[src/sv/shab_pkg.sv]
package shab_pkg;

	localparam int unsigned WORD_W       = 32;
	localparam int unsigned BLOCK_WORDS  = 16;
	localparam int unsigned ROUNDS       = 64;
	localparam int unsigned DIGEST_WORDS = 8;

	localparam int unsigned CNT_W = $clog2(BLOCK_WORDS);
	localparam int unsigned RND_W = $clog2(ROUNDS);
	localparam int unsigned IDX_W = $clog2(DIGEST_WORDS);

	typedef logic [WORD_W-1:0] word_t;

	typedef enum logic [3:0] {
		ST_LOAD  = 4'b0001,
		ST_ROUND = 4'b0010,
		ST_FOLD  = 4'b0100,
		ST_DUMP  = 4'b1000
	} state_t;

	typedef struct packed {
		logic             load_word;
		logic             init_hash;
		logic             start_block;
		logic             round_en;
		logic [RND_W-1:0] round_idx;
		logic             fold;
		logic             snapshot;
	} cmd_t;

	typedef struct packed {
		logic out_busy;
	} status_t;

	localparam word_t INIT_HASH [DIGEST_WORDS] = '{
		32'h6a09e667, 32'hbb67ae85, 32'h3c6ef372, 32'ha54ff53a,
		32'h510e527f, 32'h9b05688c, 32'h1f83d9ab, 32'h5be0cd19
	};

	localparam word_t ROUND_K [ROUNDS] = '{
		32'h428A2F98, 32'h71374491, 32'hB5C0FBCF, 32'hE9B5DBA5,
		32'h3956C25B, 32'h59F111F1, 32'h923F82A4, 32'hAB1C5ED5,
		32'hD807AA98, 32'h12835B01, 32'h243185BE, 32'h550C7DC3,
		32'h72BE5D74, 32'h80DEB1FE, 32'h9BDC06A7, 32'hC19BF174,
		32'hE49B69C1, 32'hEFBE4786, 32'h0FC19DC6, 32'h240CA1CC,
		32'h2DE92C6F, 32'h4A7484AA, 32'h5CB0A9DC, 32'h76F988DA,
		32'h983E5152, 32'hA831C66D, 32'hB00327C8, 32'hBF597FC7,
		32'hC6E00BF3, 32'hD5A79147, 32'h06CA6351, 32'h14292967,
		32'h27B70A85, 32'h2E1B2138, 32'h4D2C6DFC, 32'h53380D13,
		32'h650A7354, 32'h766A0ABB, 32'h81C2C92E, 32'h92722C85,
		32'hA2BFE8A1, 32'hA81A664B, 32'hC24B8B70, 32'hC76C51A3,
		32'hD192E819, 32'hD6990624, 32'hF40E3585, 32'h106AA070,
		32'h19A4C116, 32'h1E376C08, 32'h2748774C, 32'h34B0BCB5,
		32'h391C0CB3, 32'h4ED8AA4A, 32'h5B9CCA4F, 32'h682E6FF3,
		32'h748F82EE, 32'h78A5636F, 32'h84C87814, 32'h8CC70208,
		32'h90BEFFFA, 32'hA4506CEB, 32'hBEF9A3F7, 32'hC67178F2
	};

	function automatic word_t rotr(input word_t x, input int unsigned n);
		return (x >> n) | (x << (WORD_W - n));
	endfunction

	function automatic word_t big_sigma0(input word_t x);
		return rotr(x, 2) ^ rotr(x, 13) ^ rotr(x, 22);
	endfunction

	function automatic word_t big_sigma1(input word_t x);
		return rotr(x, 6) ^ rotr(x, 11) ^ rotr(x, 25);
	endfunction

	function automatic word_t small_sigma0(input word_t x);
		return rotr(x, 7) ^ rotr(x, 18) ^ (x >> 3);
	endfunction

	function automatic word_t small_sigma1(input word_t x);
		return rotr(x, 17) ^ rotr(x, 19) ^ (x >> 10);
	endfunction

endpackage

[src/sv/shab_ctrl.sv]
module shab_ctrl import shab_pkg::*; (
	input  logic    clk,
	input  logic    arst_n,
	input  logic    in_valid,
	input  logic    first_of_message,
	input  logic    last_of_message,
	input  status_t status,
	output logic    in_stall,
	output cmd_t    cmd
);

	state_t           state_q, state_next;
	logic [CNT_W-1:0] cnt_q;
	logic [RND_W-1:0] rnd_q;
	logic             last_q;
	logic             accept;
	logic             block_done;
	logic [CNT_W-1:0] cnt_next;

	assign in_stall   = (state_q != ST_LOAD);
	assign accept     = in_valid && (state_q == ST_LOAD);
	assign cnt_next   = first_of_message ? CNT_W'(1) : cnt_q + 1'b1;
	assign block_done = accept && (cnt_next == '0);

	always_comb begin
		cmd.load_word   = accept;
		cmd.init_hash   = accept && first_of_message;
		cmd.start_block = block_done;
		cmd.round_en    = (state_q == ST_ROUND);
		cmd.round_idx   = rnd_q;
		cmd.fold        = (state_q == ST_FOLD);
		cmd.snapshot    = (state_q == ST_DUMP) && !status.out_busy;
	end

	always_comb begin
		state_next = state_q;
		unique case (state_q)
			ST_LOAD: begin
				if (block_done) begin
					state_next = ST_ROUND;
				end
			end
			ST_ROUND: begin
				if (rnd_q == RND_W'(ROUNDS - 1)) begin
					state_next = ST_FOLD;
				end
			end
			ST_FOLD: begin
				state_next = last_q ? ST_DUMP : ST_LOAD;
			end
			ST_DUMP: begin
				if (!status.out_busy) begin
					state_next = ST_LOAD;
				end
			end
			default: state_next = ST_LOAD;
		endcase
	end

	always_ff @(posedge clk or negedge arst_n) begin
		if (!arst_n) begin
			state_q <= ST_LOAD;
			cnt_q   <= '0;
			rnd_q   <= '0;
			last_q  <= 1'b0;
		end else begin
			state_q <= state_next;
			if (accept) begin
				cnt_q <= cnt_next;
			end
			if (block_done) begin
				last_q <= last_of_message;
				rnd_q  <= '0;
			end else if (state_q == ST_ROUND) begin
				rnd_q <= rnd_q + 1'b1;
			end
		end
	end

	a_round_start: assert property (@(posedge clk) disable iff (!arst_n)
		block_done |=> (state_q == ST_ROUND) && (rnd_q == '0))
		else $error("round sequence did not start at round zero");

	a_round_end: assert property (@(posedge clk) disable iff (!arst_n)
		(state_q == ST_ROUND) && (rnd_q == RND_W'(ROUNDS - 1)) |=> (state_q == ST_FOLD))
		else $error("final round not followed by the hash update");

	a_dump_last: assert property (@(posedge clk) disable iff (!arst_n)
		cmd.snapshot |-> last_q)
		else $error("digest captured for a block that was not final");

	a_fold_resume: assert property (@(posedge clk) disable iff (!arst_n)
		(state_q == ST_FOLD) && !last_q |=> (state_q == ST_LOAD) && (cnt_q == '0))
		else $error("word count not aligned after a block");

endmodule

[src/sv/shab_dp.sv]
module shab_dp import shab_pkg::*; (
	input  logic             clk,
	input  logic             arst_n,
	input  word_t            message_word,
	input  cmd_t             cmd,
	output status_t          status,
	output logic             out_valid,
	input  logic             out_stall,
	output word_t            digest_word,
	output logic [IDX_W-1:0] digest_index,
	output logic             digest_last
);

	word_t            hash_q [DIGEST_WORDS];
	word_t            var_q  [DIGEST_WORDS];
	word_t            win_q  [BLOCK_WORDS];
	word_t            buf_q  [DIGEST_WORDS];
	logic [IDX_W-1:0] idx_q;
	logic             busy_q;
	logic             out_accept;
	word_t            t1;
	word_t            t2;
	word_t            ch;
	word_t            maj;
	word_t            w_next;
	word_t            win_in;

	always_comb begin
		ch     = (var_q[4] & var_q[5]) ^ (~var_q[4] & var_q[6]);
		maj    = (var_q[0] & var_q[1]) ^ (var_q[0] & var_q[2]) ^ (var_q[1] & var_q[2]);
		t1     = var_q[7] + big_sigma1(var_q[4]) + ch + ROUND_K[cmd.round_idx] + win_q[0];
		t2     = big_sigma0(var_q[0]) + maj;
		w_next = small_sigma1(win_q[BLOCK_WORDS-2]) + win_q[BLOCK_WORDS-7]
			+ small_sigma0(win_q[1]) + win_q[0];
		win_in = cmd.load_word ? message_word : w_next;
	end

	always_ff @(posedge clk or negedge arst_n) begin
		if (!arst_n) begin
			for (int i = 0; i < DIGEST_WORDS; i++) begin
				hash_q[i] <= INIT_HASH[i];
			end
		end else if (cmd.init_hash) begin
			for (int i = 0; i < DIGEST_WORDS; i++) begin
				hash_q[i] <= INIT_HASH[i];
			end
		end else if (cmd.fold) begin
			for (int i = 0; i < DIGEST_WORDS; i++) begin
				hash_q[i] <= hash_q[i] + var_q[i];
			end
		end
	end

	always_ff @(posedge clk) begin
		if (cmd.load_word || cmd.round_en) begin
			for (int i = 0; i < BLOCK_WORDS - 1; i++) begin
				win_q[i] <= win_q[i+1];
			end
			win_q[BLOCK_WORDS-1] <= win_in;
		end
	end

	always_ff @(posedge clk) begin
		if (cmd.start_block) begin
			for (int i = 0; i < DIGEST_WORDS; i++) begin
				var_q[i] <= hash_q[i];
			end
		end else if (cmd.round_en) begin
			var_q[7] <= var_q[6];
			var_q[6] <= var_q[5];
			var_q[5] <= var_q[4];
			var_q[4] <= var_q[3] + t1;
			var_q[3] <= var_q[2];
			var_q[2] <= var_q[1];
			var_q[1] <= var_q[0];
			var_q[0] <= t1 + t2;
		end
	end

	assign out_accept = busy_q && !out_stall;

	always_ff @(posedge clk) begin
		if (cmd.snapshot) begin
			for (int i = 0; i < DIGEST_WORDS; i++) begin
				buf_q[i] <= hash_q[i];
			end
		end else if (out_accept) begin
			for (int i = 0; i < DIGEST_WORDS - 1; i++) begin
				buf_q[i] <= buf_q[i+1];
			end
		end
	end

	always_ff @(posedge clk or negedge arst_n) begin
		if (!arst_n) begin
			busy_q <= 1'b0;
			idx_q  <= '0;
		end else if (cmd.snapshot) begin
			busy_q <= 1'b1;
			idx_q  <= '0;
		end else if (out_accept) begin
			idx_q <= idx_q + 1'b1;
			if (digest_last) begin
				busy_q <= 1'b0;
			end
		end
	end

	assign status.out_busy = busy_q;
	assign out_valid       = busy_q;
	assign digest_word     = buf_q[0];
	assign digest_index    = idx_q;
	assign digest_last     = (idx_q == IDX_W'(DIGEST_WORDS - 1));

	a_snap_free: assert property (@(posedge clk) disable iff (!arst_n)
		cmd.snapshot |-> !busy_q)
		else $error("digest captured over an undelivered digest");

	a_snap_start: assert property (@(posedge clk) disable iff (!arst_n)
		cmd.snapshot |=> busy_q && (idx_q == '0))
		else $error("digest output did not start at word zero");

	a_out_end: assert property (@(posedge clk) disable iff (!arst_n)
		out_accept && digest_last |=> !busy_q)
		else $error("digest output continued past the eighth word");

endmodule

[src/sv/sha256_block_hasher_unit.sv]
// SHA-256 block hasher for messages that are already padded.
// The input channel takes one 32-bit big-endian message word per request;
// sixteen requests form one block. A request with first_of_message set
// reloads the standard initial hash values and starts a new block with it.
// After the sixteenth word of a block, in_stall stays high while the block is
// compressed: 64 rounds at one round per cycle, then a fold step that adds
// the working variables into the chaining hash. No new word is taken until
// the fold is done.
// If last_of_message was set on the sixteenth word, a dump step copies the
// hash into an eight-word output buffer, and the output channel then gives
// digest words 0 to 7 in order, one per unstalled cycle, digest_last on the eighth.
// The buffer lets the next message load and compress while the digest drains;
// if the receiver stalls so long that the next digest is ready first, the
// block holds in_stall high until the buffer is empty.
// Reset clears all control state, loads the initial hash values and leaves
// no output pending.
module sha256_block_hasher_unit import shab_pkg::*; (
	input  logic             clk,
	input  logic             arst_n,
	input  logic             in_valid,
	output logic             in_stall,
	input  word_t            message_word,
	input  logic             first_of_message,
	input  logic             last_of_message,
	output logic             out_valid,
	input  logic             out_stall,
	output word_t            digest_word,
	output logic [IDX_W-1:0] digest_index,
	output logic             digest_last
);

	cmd_t    cmd;
	status_t status;

	shab_ctrl u_ctrl (
		.clk              (clk),
		.arst_n           (arst_n),
		.in_valid         (in_valid),
		.first_of_message (first_of_message),
		.last_of_message  (last_of_message),
		.status           (status),
		.in_stall         (in_stall),
		.cmd              (cmd)
	);

	shab_dp u_dp (
		.clk          (clk),
		.arst_n       (arst_n),
		.message_word (message_word),
		.cmd          (cmd),
		.status       (status),
		.out_valid    (out_valid),
		.out_stall    (out_stall),
		.digest_word  (digest_word),
		.digest_index (digest_index),
		.digest_last  (digest_last)
	);

endmodule
[config.mk]
export PLATFORM = sky130hd
export DESIGN_NAME = sha256_block_hasher_unit
export DESIGN_NICKNAME = d
export VERILOG_FILES = /design/src/sv/shab_pkg.sv /design/src/sv/shab_ctrl.sv /design/src/sv/shab_dp.sv /design/src/sv/sha256_block_hasher_unit.sv
export SDC_FILE = /design/constraint.sdc
export NUM_CORES = 2
export LEC_CHECK = 0
export BUFFER_PORTS_ARGS = -buffer_cell sky130_fd_sc_hd__buf_2
export CORE_UTILIZATION = 35
export CTS_BUF_LIST = sky130_fd_sc_hd__clkbuf_8
export DETAILED_ROUTE_END_ITERATION = 6
export GPL_TIMING_DRIVEN = 1
export SLEW_MARGIN = 10
export SYNTH_ARGS = -nofsm -noshare
export SYNTH_HDL_FRONTEND = slang
export SYNTH_SLANG_ARGS = --single-unit
[constraint.sdc]
create_clock -name clk -period 12.4 [get_ports clk]
set_input_delay 3.72 -clock clk [delete_from_list [all_inputs] [get_ports clk]]
set_output_delay 3.72 -clock clk [all_outputs]
set_load 0.005 [all_outputs]
# ---- After elaboration in Yosys (flattened, before gate mapping)
# Memories as Yosys holds them, arrays and structs flattened.
# Cells that the tools add are included.
dict set report classes {
  bitwise_logic 43
  n_lt_le_gt_ge 1
  n_addsub 21
  muxes 45
  eq_ne 10
  reduce_logical 15
}
# op count
set ops {}
lappend ops {{adder 32 bit} 18}
lappend ops {{two-way mux 32 bit} 18}
lappend ops {{two-way mux 256 bit} 2}
lappend ops {{bitwise XOR 32 bit} 9}
lappend ops {{AND 32 bit} 5}
lappend ops {{NOT 32 bit} 1}
lappend ops {{bitwise OR 10 x 32 -> 32 bit} 1}
lappend ops {{bitwise OR 13 x 32 -> 32 bit} 1}
lappend ops {{bitwise OR 14 x 32 -> 32 bit} 1}
lappend ops {{bitwise OR 15 x 32 -> 32 bit} 1}
lappend ops {{bitwise OR 19 x 32 -> 32 bit} 1}
lappend ops {{bitwise OR 21 x 32 -> 32 bit} 1}
lappend ops {{bitwise OR 25 x 32 -> 32 bit} 1}
lappend ops {{bitwise OR 26 x 32 -> 32 bit} 1}
lappend ops {{bitwise OR 30 x 32 -> 32 bit} 1}
lappend ops {{bitwise OR 7 x 32 -> 32 bit} 1}
lappend ops {{bitwise XOR 32 x 22 -> 32 bit} 1}
lappend ops {{bitwise XOR 32 x 29 -> 32 bit} 1}
lappend ops {{two-way mux 4 bit} 5}
lappend ops {{case mux 4 bit (4 select lines)} 1}
lappend ops {{two-way mux 1 bit} 15}
lappend ops {{bitwise OR 1 bit} 15}
lappend ops {{two-way mux 6 bit} 2}
lappend ops {{nonzero test 2 bit} 4}
lappend ops {{other kinds (21)} 28}
dict set report word_totals {
  elab_cells 153
  reg_bits 275
  romBits 2048
  inputBits 38
  output_inout_bits 38
  mem_count 4
  mem_bits_rw 1024
}
# name depth width read_ports rd_ports_with_merged_regs write_ports line_no
set mem_list {}
lappend mem_list {{(name not given)} 64 32 1 0 0 shab_dp.sv:31} ;# t1 = var_q[7] + big_sigma1(var_q[4]) + ch + ROUND_K[cmd.round_idx] + win_q[0];
lappend mem_list {u_dp.win_q 16 32 16 0 16 shab_dp.sv:16} ;# word_t win_q [BLOCK_WORDS];
lappend mem_list {u_dp.buf_q 8 32 8 0 8 shab_dp.sv:17} ;# word_t buf_q [DIGEST_WORDS];
lappend mem_list {u_dp.var_q 8 32 8 0 8 shab_dp.sv:15} ;# word_t var_q [DIGEST_WORDS];

# ---- Logic depth before layout (Yosys ltp)
dict set report depth {
  depth_word 9
  mapped_depth 46
  mapped_depth_nobuf 43
}

# ---- Cells and area by module
# From an unflattened synthesis, not the netlist that was laid out.
dict set report hier_totals {
  hier_cells 6787
  area_unflattened_um2 75622.5
}
# module area_each_um2 cells_each seq_area_each_um2 instances
set modules_own_cells {}
lappend modules_own_cells {shab_dp 74825.5 6713 37425.9 1}
lappend modules_own_cells {shab_ctrl 797.0 74 376.6 1}

# ---- Least setup slack after synthesis
# OpenSTA, ideal clock, no wires.
dict set report synth_path {
  kind {in2reg}
  startpoint {in in_valid}
  endpoint {mem u_dp.win_q[0][0] (netlist name) (enable)}
  setup_ns 3.632
  required_ns 8.768
  t_arrival_ns 12.674
  n_path_buf 2
  cell_stages 4
  setup_slack_ns -3.906
  path_cell_list {nand2_1 clkbuf_1 clkbuf_1 nand2_1}
}
# item line_no
set synth_rtl {}
lappend synth_rtl {{start: declaration} sha256_block_hasher_unit.sv:20} ;# input logic in_valid,
lappend synth_rtl {{end: declaration} shab_dp.sv:16}

==> key figures <==
Synth
  • Post-synthesis adder-cell area fraction: 12.2%
  • Synth Area in Simple Gates: 13.2%
  • Synth async-reset ratio: 21.2%
  • Synth Register Bits: 1299
  • Post-synthesis cell area: 74400 um^2
  • Sequential area share after synthesis: 50.8%
  • Post-Synthesis Cells: 7008
  • Post-synth EDFFs: 1024
  • Syn_area_per_cell: 10.6 um^2
  • Top_reg_cell synth: edfxtp_1
  • Largest family of logic cells by synthesized area: simple AND/OR/NAND/NOR gates
  • Post-Synth XOR/XNOR Area: 6.65%
  • Distinct cell type count after synthesis: 91
  • Yosys warns: 0
  • Synthesized Nets: 7634
  • Mux cell area share after synthesis: 1.24%
  • Compound-Gate Fraction of Synth Area: 12.7%

Floorplan
  • FP Rows: 168
  • Die W: 463 um
  • Die area: 214000 um^2
  • Core area: 210000 um^2
  • Die H: 463 um
  • Starting density of the core: 35.3%
  • I/O Pins: 76

GRT
  • Vias in the first global route: 52800
  • Grt met1 use: 27.6%
  • Initial antenna violation count: 4
  • Gr busiest metal: met2
  • Largest net degree at the start of global routing: 190
  • M2 GR Usage: 35.3%
  • Grt ovf: 0
  • GRT Overall Usage: 21.0%
  • First-pass GRT wire length: 341000 um
  • Met3 Use GR: 2.60%

Finish
  • NumNets Final: 7682
  • Commonest non-fill, non-tap cell in the layout: nand2_1
  • Most frequent cells in the layout: nand2_1, edfxtp_1, a21oi_1
  • Area grow syn2layout: 10.4%
  • Fin util: 39.0%
  • Share of cells above drive strength 1: 10.1%

Clocking
  • Clk_lat worst skew: 0.98 ns
  • CTS tree: done
  • Resize count post-CTS: 0
  • CTS clock-pin slew for the worst setup and hold paths: 0.06 ns
  • Num CTS Buffers: 216
  • Hold_buf cts: 0
  • CTS H-tree lvls: 4
  • Num Clock Sinks: 1299
  • CTS max path bufs: 3
  • Total setup buffers inserted after CTS: 0
  • Clock root cell: clkbuf_8

Timing
  • Clock skew after layout: 0.0782 ns
  • Fin crit period: 9.91 ns
  • Slew Viols, Final: 0
  • RSZ-0062 raised after global routing: false
  • Worst slew margin: 16.2%
  • Endpoints failing hold: 0
  • Max Clock Freq: 0.101 GHz
  • Fin crit share: 79.9%
  • Least-Margin Pin Slew: 1.24 ns
  • Final count of negative-setup-slack endpoints: 0
  • Setup tns final: 0 ns

Worst setup path
  • Cell mode on critical path: inv_1
  • Crit path kind: flop to flop
  • Startpoint types: flop
  • CP Capture Type: flop
  • Worst stage delay on the critical path: 0.72 ns
  • Crit path max fanout: 14
  • Critical Path AT: 10.62 ns
  • CP max-delay cell: ha_1
  • WP data required: 13.11 ns

Placed design
  • Placer Congestion: 0.948
  • Port bufs: 75
  • Detail Placement HPWL: 164000 um

Drt
  • Initial DRC count: 4437
  • Post-Route WL: 230000 um
  • Vias: 53000
  • Number of remaining DRC errors: 4
  • ANT nets after route: 0
  • Pre-Repair DR Iteration Count: 7
  • Post-DR wirelength/cell: 22.8 um
  • Via/cell ratio: 5.28

Outcome
  • Status: finished with violations
  • Failing checks: DRC

Job
  • Max-cap violations: 0

Min path
  • Worst min path class: flop to flop
worst max-delay path, delay by kind of cell (launching register included):
kind,cells,cell delay (ns)
AOI/OAI and AO/OA,18,3.85
xor gates and xnor gates,2,0.41
adders and majority gates,7,3.39
buffers and inverters,6,0.57
DFF,1,0.38
and+or+nand+nor,6,1.08
cells in the mapped netlist (38+ instances only):
library cell,count,share of area (%)
nand2_1,1518,7.7
edfxtp_1,1024,41
a21oi_1,447,3.0
ha_1,393,6.6
o21ai_0,385,2.6
xnor2_1,376,4.4
nor2_1,373,1.9
clkbuf_1,282,1.4
inv_1,257,1.3
fa_1,195,5.2
xor2_1,189,2.2
a21o_1,173,1.7
dfrtp_1,138,4.6
dfstp_2,137,4.8
nand2b_1,90,0.76
nor3_1,82,0.55
nand3_1,76,0.51
o21a_1,70,0.71
mux2_2,62,0.94
nor2b_1,58,0.49
a211oi_1,45,0.45
o21bai_1,42,0.42
a31oi_1,41,0.34
o31ai_1,40,0.40
o21ai_1,38,0.26
sequential cells by signal, indices dropped and copies added, names as in the netlist:
register and flops:
u_dp.out_valid 1, u_dp.buf_q 256, u_ctrl.last_q 1, u_ctrl.state_q 4, u_dp.var_q 256, u_dp.hash_q 256, u_dp.win_q 512, u_ctrl.cnt_q 4
u_dp.digest_index 3, u_ctrl.rnd_q 6
final cells by class:
cell class	instances	area, um^2
Inverter	258	968
Clock buffer	237	3260
Tap cell	2805	3510
Fill cell	20400	128000
Antenna cell	3	7.51
Clock inverter	171	1110
Multi-Input combinational cell	5111	34300
Sequential cell	1299	37800
Timing Repair Buffer	170	1170
kinds of logic after synthesis:
group	count (synthesis)
and+or+nand+nor	2344
xor gates and xnor gates	565
DFF	1299
buffers and inverters	598
AOI/OAI and AO/OA	1514
adders and majority gates	611
muxes	77
per-layer routing:
metal  wire length, um  vias up  share of wire [%]
met4              8440        0                3.7
met2            110000     1658                 48
li1                  -    24700                  -
met3             11000      414                4.8
met5                 0        -                  0
met1             99700    26300                 43
worst paths after layout:
check | from | endpoint | slack [ns] | depth (start not counted)
max | u_ctrl.rnd_q[0] | u_dp.var_q[0][30] | 2.49 | 39
min | u_dp.win_q[4][16] | u_dp.win_q[3][16] | 0.40 | 0
max reg2reg | u_ctrl.rnd_q[0] | u_dp.var_q[0][30] | 2.49 | 39
min reg2reg | u_dp.win_q[4][16] | u_dp.win_q[3][16] | 0.40 | 0
max in group asynchronous | arst_n | u_dp.digest_index[0] | 7.94 | 3
min in group asynchronous | arst_n | u_dp.hash_q[222] | 2.66 | 1
metrics by stage:
stage / std cells / hold slack (ns) / area, um^2 / worst slack (ns)
3_3_place_gp: 9643 / 0.400 / 77800 / 2.41
4_1_cts: 10100 / 0.397 / 82100 / 2.55
6_report: 10100 / 0.398 / 82100 / 2.49
3_5_place_dp: 9643 / 0.405 / 77800 / 2.50
2_1_floorplan: 7008 / 0.400 / 74400 / 1.31
5_1_grt: 10100 / 0.404 / 82100 / 1.90
Power is left out: the tool's default activity adds up to more than one toggle a clock period on the data nets, which glitch-free logic cannot reach.
